### config.mk
export PLATFORM = sky130hd
export DESIGN_NAME = tfn_front
export DESIGN_NICKNAME = d
export VERILOG_FILES = /design/src/rtl/tfn_pkg.sv /design/src/rtl/tfn_front.sv
export VERILOG_INCLUDE_DIRS = /design/src /design/src/rtl
export SDC_FILE = /design/constraint.sdc
export NUM_CORES = 1
export LEC_CHECK = 0
export ABC_AREA = 1
export BUFFER_PORTS_ARGS = -buffer_cell sky130_fd_sc_hd__buf_2
export CAP_MARGIN = 20
export CORE_MARGIN = 4
export CORE_UTILIZATION = 57
export DETAILED_ROUTE_END_ITERATION = 8
export GPL_TIMING_DRIVEN = 0
export PLACE_DENSITY = 0.8
export REMOVE_ABC_BUFFERS = 1
export SLEW_MARGIN = 20
export SYNTH_ARGS = -nofsm -noshare
export SYNTH_HDL_FRONTEND = slang
export SYNTH_SLANG_ARGS = --single-unit
### constraint.sdc
create_clock -name clock -period 32.4 [get_ports clock]
set_clock_uncertainty 0.1 [all_clocks]
set_input_delay 1.62 -clock clock [delete_from_list [all_inputs] [get_ports clock]]
set_output_delay 1.62 -clock clock [all_outputs]
set_load 0.005 [all_outputs]
### src/rtl/triangle_face_normal_packer_assert.svh
// Assertion macros shared by the triangle face normal packer modules.
`ifndef TRIANGLE_FACE_NORMAL_PACKER_ASSERT_SVH
`define TRIANGLE_FACE_NORMAL_PACKER_ASSERT_SVH
`ifndef SYNTHESIS
`define TFN_ASSERT_IMPL(label, clk, rst, prop, msg) \
   label: assert property (@(posedge clk) disable iff (rst) (prop)) else $error(msg);
`define TFN_ASSERT_NEXT(label, clk, rst, ante, cons, msg) \
   label: assert property (@(posedge clk) disable iff (rst) (ante) |=> (cons)) else $error(msg);
`else
`define TFN_ASSERT_IMPL(label, clk, rst, prop, msg)
`define TFN_ASSERT_NEXT(label, clk, rst, ante, cons, msg)
`endif
`endif

### src/rtl/tfn_pkg.sv
// Shared types and constants for the triangle face normal packer.
package tfn_pkg;
   localparam int CoordW = 32;
   localparam int NormW = 16;
   localparam int ReqW = 5 * CoordW;
   localparam int RspW = 5 * CoordW + 3 * NormW;
   localparam int QueueDepth = 2;

   // One complete triangle handed from the front end to the back end.
   typedef struct packed {
      logic [2:0][2:0][CoordW-1:0] pos;
      logic [2:0][1:0][CoordW-1:0] tex;
      logic                        tex_en;
   } tri_type;

   // Status of the normalizer unit.
   typedef struct packed {
      logic busy;
      logic done;
   } norm_stat_type;
endpackage

### src/rtl/tfn_front.sv
// Front end: collects vertices into triangles and pushes them on a short queue.
module tfn_front (
   input  logic                      clock,
   input  logic                      reset,
   input  logic                      req_tvalid,
   output logic                      req_tready,
   input  logic [tfn_pkg::ReqW-1:0]  req_tdata,
   input  logic                      tex_en,
   output logic                      tri_valid,
   input  logic                      tri_ready,
   output tfn_pkg::tri_type          tri_data
);
   import tfn_pkg::*;
   `include "triangle_face_normal_packer_assert.svh"

   logic [1:0]                 count_ff, count_in;
   logic [1:0][2:0][CoordW-1:0] hpos_ff;
   logic [1:0][1:0][CoordW-1:0] htex_ff;
   tri_type                    q_ff [QueueDepth];
   logic                       wp_ff, rp_ff, wp_in, rp_in;
   logic [1:0]                 fill_ff, fill_in;
   logic                       acc, push, pop;
   tri_type                    tri_new;

   // A vertex is taken unless it closes a triangle and the queue is full.
   assign req_tready = (count_ff != 2'd2) || (fill_ff != 2'(QueueDepth));
   assign acc = req_tvalid && req_tready;
   assign push = acc && (count_ff == 2'd2);
   assign pop = tri_valid && tri_ready;
   assign tri_valid = fill_ff != 2'd0;
   assign tri_data = q_ff[rp_ff];

   // Assemble the triangle from the two held vertices and the incoming one.
   always_comb begin
      tri_new.pos[0] = hpos_ff[0];
      tri_new.pos[1] = hpos_ff[1];
      tri_new.pos[2] = req_tdata[3*CoordW-1:0];
      tri_new.tex[0] = htex_ff[0];
      tri_new.tex[1] = htex_ff[1];
      tri_new.tex[2] = req_tdata[5*CoordW-1:3*CoordW];
      tri_new.tex_en = tex_en;
   end

   // Queue pointers and vertex count.
   always_comb begin
      count_in = count_ff;
      if (acc) count_in = (count_ff == 2'd2) ? 2'd0 : count_ff + 2'd1;
      wp_in = push ? ~wp_ff : wp_ff;
      rp_in = pop ? ~rp_ff : rp_ff;
      fill_in = fill_ff + {1'b0, push} - {1'b0, pop};
   end

   always_ff @(posedge clock) begin
      if (reset) begin
         count_ff <= 2'd0;
         wp_ff <= 1'b0;
         rp_ff <= 1'b0;
         fill_ff <= 2'd0;
      end else begin
         count_ff <= count_in;
         wp_ff <= wp_in;
         rp_ff <= rp_in;
         fill_ff <= fill_in;
      end
   end

   // Held vertices and queue storage.
   always_ff @(posedge clock) begin
      if (acc && count_ff != 2'd2) begin
         hpos_ff[count_ff[0]] <= req_tdata[3*CoordW-1:0];
         htex_ff[count_ff[0]] <= req_tdata[5*CoordW-1:3*CoordW];
      end
      if (push) q_ff[wp_ff] <= tri_new;
   end

   `TFN_ASSERT_IMPL(a_fill_max, clock, reset, fill_ff <= 2'(QueueDepth), "queue overfilled")
   `TFN_ASSERT_IMPL(a_count_max, clock, reset, count_ff != 2'd3, "bad vertex count")
   `TFN_ASSERT_NEXT(a_push_fill, clock, reset, push && !pop, fill_ff != 2'd0,
                    "push lost")
endmodule

* Word level (Yosys, flattened, before mapping) *
Memories as Yosys holds them, arrays and structs flattened. A register that Yosys moved wholly into a read port is not among the register bits.
Cells that the tools add are included.

storage, ports and cells
  word-level logic and storage cells = 43
  ROM bits = 0
  RAM bits = 962
  bits in latches = 0
  memories kept = 1
  bits in registers = 326

cells by class
  muxes and demuxes = 11
  div/mod/pow operators = 0
  bitwise logic cells = 2
  order comparisons = 2
  $add $sub $neg = 3
  reductions and logical operators = 7
  $mul = 0
  eq/ne operators = 3
  shift-type cells = 0

memories
  memory  words  width  read ports  clocked after Yosys merged registers in  wr ports  RTL line         text
  q_ff    2      481    1           1                                        1         tfn_front.sv:19  tri_type q_ff [QueueDepth];

operators with widths
  operator                                                   count
  bitwise mux 192 bit                                        1
  bitwise mux 128 bit                                        1
  demux 96 bit (select 1 bit)                                1
  2-to-1 mux 96 bit                                          1
  demux 64 bit (select 1 bit)                                1
  2-to-1 mux 64 bit                                          1
  logical AND 1 bit                                          5
  2-to-1 mux 1 bit                                           4
  != test 2 bit (second input constant)                      2
  adder 2 x 1 -> 2 bit                                       1
  adder 2 x 1 -> 2 bit (second input constant)               1
  equality test 2 bit (second input constant)                1
  < comparator 1 x 2 -> 1 bit (second input constant)        1
  2-to-1 mux 2 bit                                           1
  NOT 1 bit                                                  2
  nonzero test 2 bit                                         1
  subtractor 2 x 1 -> 2 bit                                  1
  greater-or-equal comparator 1 bit (second input constant)  1
  logical OR 1 bit                                           1

* Longest topological paths before layout *
  word-level depth = 6
  gate-level depth with buffers = 11

* Least setup slack after synthesis *
Ideal clock, no wire load.

  kind = input -> register
  start point = input port req_tvalid
  end point = memory q_ff[1][0] (netlist name), enable pin
  data arrival time = 21.716 ns
  cell stages on the path = 2
  required time = 30.961 ns
  slack = 9.245 ns
  setup time = 1.339 ns
  cell sequence = nand3_1 nor2_1

between the ends
  cells in the longest elaborated chain, start to end = 4

ends and longest elaborated chain
  item                                    RTL line         text
  start: declaration                      tfn_front.sv:5   input logic req_tvalid,
  logical AND 1 bit                       tfn_front.sv:27  assign acc = req_tvalid && req_tready;
  logical AND 1 bit                       tfn_front.sv:28  assign push = acc && (count_ff == 2'd2);
  2-to-1 mux 1 bit                        tfn_front.sv:73  if (push) q_ff[wp_ff] <= tri_new;
  2-to-1 mux 1 bit (not written as such)  tfn_front.sv:73
  end: declaration                        tfn_front.sv:19

Every way passes these cells.

==> impl_summary.log <==
INFO  metric yosys_warnings = 0
INFO  metric area_delta_synth_final = 20.3%
INFO  metric dp_hpwl = 58,000 um
INFO  metric post_cts.resized_instances = 0
INFO  metric avgSynthCellArea = 24.1 um^2
INFO  metric cts_sinks = 1,289
INFO  metric instances_no_fill = 3,786
INFO  metric synth_seq_cells = 1,289
INFO  metric status = finished, final reports clean
INFO  metric crit_required = 30.68 ns
INFO  metric placement.io_buffers = 647
INFO  metric grt_start_max_net_pins = 105
INFO  metric numPlacedInstances = 3,548
INFO  metric finalWeightedCongestion = 0.800
INFO  metric synth_top_area_share = 85.5%
INFO  metric routedWlPerCell = 23.5 um
INFO  metric netlist-cell-type-count = 17
INFO  metric synth.yosys.seq_area_share = 85.9%
INFO  metric fp.dieArea = 83,500 um^2
INFO  metric data_arrival_time_of_the_worst_path = 3.41 ns
INFO  metric finalSetupTns = 0 ns
INFO  metric viasPerCell = 5.38
INFO  metric regToRegStartpoint = count_ff[1]$_SDFFE_PP0N_
INFO  metric detailedRoute.firstIterationViolations = 1,249
INFO  metric global_route.overflow_total = 0
INFO  metric met1Wirelength = 31,300 um
INFO  metric drtAntennaViolNets = 0
INFO  metric cts_tree = yes
INFO  metric number_of_global_route_vias_before_repair = 21,700
INFO  metric finalMaxSlewViolations = 0
INFO  metric start_util = 57.8%
INFO  metric synth_largest_area_cell = sky130_fd_sc_hd__edfxtp_1
INFO  metric floorplan.io_pins = 648
INFO  metric grt_pass1_wl = 130,000 um
INFO  metric die_height = 289 um
INFO  metric final_setup_violations = 0
INFO  metric power_density = 68.8 nW/um^2
INFO  metric post-cts-setup-buffers = 0
INFO  metric drt_first_pass_iters = 4
INFO  metric worst-path-max-fanout = 54
INFO  metric clock_path_buffers = 3
INFO  metric min-delay-path-class = flop to flop
INFO  metric cts_root_buf = sky130_fd_sc_hd__clkbuf_16
INFO  metric synth.top_cells.by_area = sky130_fd_sc_hd__edfxtp_1 (86%), sky130_fd_sc_hd__mux2_2 (9.8%), sky130_fd_sc_hd__mux2_4 (3.0%), sky130_fd_sc_hd__buf_4 (0.50%), sky130_fd_sc_hd__dfxtp_1 (0.31%)
INFO  metric post_route_cells_drive_above_1_share = 49.1%
INFO  metric htreeDepth = 3
INFO  metric drt_drc_violations_left = 0
INFO  metric timing_worst_setup_path_type = flop to primary output
INFO  metric met3_length = 6030 um
INFO  metric top_signal_layer_used = met5
INFO  metric slew_headroom = 57.4%
INFO  metric synthesis.area = 45,000 um^2
INFO  metric vdd_drop_max = 0.0721 mV
INFO  metric postRouteWirelength = 88,900 um
INFO  metric hold_start = hpos_ff[132]$_DFFE_PP_
INFO  metric rsz_0062_raised_after_global_routing = no
INFO  metric ff_latch_area = 38,600 um^2
INFO  metric fp-row-count = 102
INFO  metric grtUsageTotal = 20.7%
INFO  metric design.final.nets = 2,795
INFO  metric finalHoldViolCount = 0
INFO  metric syn_inst = 1,868
INFO  metric static-leakage-power = 18.7 nW
INFO  metric worst_setup_path_end_kind = primary output
INFO  metric antenna_found_initial = 19
INFO  metric highest_achievable_clock_rate = 195 MHz
INFO  metric filler_instances = 4,442
INFO  metric cts_inserted_buffers = 119
INFO  metric clkLatencyLatePin = 0.68 ns
INFO  metric layout_worst_path_cycle_share = 15.8%
INFO  metric fp.coreArea = 77,800 um^2
INFO  metric min_period = 5.13 ns
INFO  metric post_cts_hold_buffer_count = 0
INFO  metric start_kind = flop
INFO  metric clk_pin_slew_worst_paths = 0.06 ns
INFO  metric met2_length = 47,100 um
INFO  metric via_count = 20,400
INFO  metric tightest_slew = 0.640 ns
INFO  metric drv.max_cap_violation_count = 0
INFO  metric die_width = 289 um
INFO  metric multi_input_area = 5920 um^2
[path summary, 6_finish.rpt]
path / to / slack (ns) / depth (start not counted)
setup / recovery: tri_data[328] / 27.27 / 7
hold / removal: q_ff[1][325]$_DFFE_PP_ / 0.32 / 0
hold reg to reg: q_ff[1][325]$_DFFE_PP_ / 0.32 / 0
setup reg to reg: q_ff[1][410]$_DFFE_PP_ / 29.14 / 11
[logic make-up after synthesis]
logic type	count (synthesis)	share of synthesized area, %
AO/OA/AOI/OAI	7	0.0778
XOR/XNOR	1	0.0195
adder cells (fa/ha/maj)	1	0.0278
buffers and inverters	66	1.02
flip-flops	1289	85.9
multiplexers	481	12.8
AND/OR/NAND/NOR	23	0.214
[cells in the mapped netlist (all sizes together)]
master / instances
inv: 12
or2: 1
ha: 1
o21ai: 1
nor2: 10
nand4: 1
nand2: 7
xnor2: 1
a21oi: 6
nand3: 4
dfxtp: 7
mux2: 481
buf: 54
edfxtp: 1282
[report_power, final]
group	internal [mW]	switching [mW]
Combinational	0.252	0.246
Clock	0.744	0.577
Sequential	1.88	0.0208
[state kept, by name, summed over array words and instances, names as in the netlist, named ones only]
name / count
count_ff: 2
fill_ff: 2
htex_ff: 128
rp_ff: 1
q_ff: 962
hpos_ff: 192
wp_ff: 1
[placed cells by master (no fill, tap or decap), types with 6 or more instances in the layout]
cell	count
sky130_fd_sc_hd__buf_16	29
sky130_fd_sc_hd__diode_2	16
sky130_fd_sc_hd__bufinv_16	8
sky130_fd_sc_hd__clkinv_2	21
sky130_fd_sc_hd__dfxtp_1	6
sky130_fd_sc_hd__buf_2	647
sky130_fd_sc_hd__clkinv_1	28
sky130_fd_sc_hd__nor2_1	8
sky130_fd_sc_hd__edfxtp_1	1282
sky130_fd_sc_hd__a21oi_1	6
sky130_fd_sc_hd__mux2_2	391
sky130_fd_sc_hd__inv_1	10
sky130_fd_sc_hd__nand2_1	7
sky130_fd_sc_hd__clkbuf_1	34
sky130_fd_sc_hd__clkbuf_16	119
sky130_fd_sc_hd__mux2_4	90
sky130_fd_sc_hd__buf_12	18
[layout make-up]
cell class	count	area share, %
clock buffers	153	5.74
clock inverters	69	1.22
flip-flops and latches	1289	71.4
diodes	16	0.0740
repair buffers	694	8.12
well taps	1040	2.40
inverters	12	0.111
multi-input cells	513	10.9
[stage by stage]
| step | util (%) | setup slack [ns] | total power, mW | area, um^2 | hold WS (ns) |
|---|---|---|---|---|---|
| after floorplan | - | 9.25 | 2.41 | 44600 | 0.321 |
| final | 69.5 | 27.27 | 3.72 | 54100 | 0.316 |
| after global routing | 69.5 | 27.12 | 3.86 | 54100 | 0.330 |
| after global placement | 63.1 | -0.585 | 2.72 | 49100 | 0.322 |
| after detailed placement | 64.6 | 27.91 | 2.44 | 50300 | 0.329 |
| after CTS | 69.5 | 27.20 | 3.75 | 54100 | 0.316 |
[per-layer routing]
metal  up-vias  GRT usage [%]
met5         -              0
met4         6           9.38
met3       224           5.40
met1     10400           23.6
li1       9061              -
met2       717           36.9
[critical path, stage by stage (launching register included)]
cell	delay, ns
sky130_fd_sc_hd__dfxtp_4	0.66
sky130_fd_sc_hd__buf_16	0.33
sky130_fd_sc_hd__buf_16	0.32
sky130_fd_sc_hd__buf_16	0.28
sky130_fd_sc_hd__buf_12	0.26
sky130_fd_sc_hd__buf_12	0.25
sky130_fd_sc_hd__mux2_2	0.38
sky130_fd_sc_hd__buf_2	0.13
No activity file was read; power rests on OpenSTA's default activity.
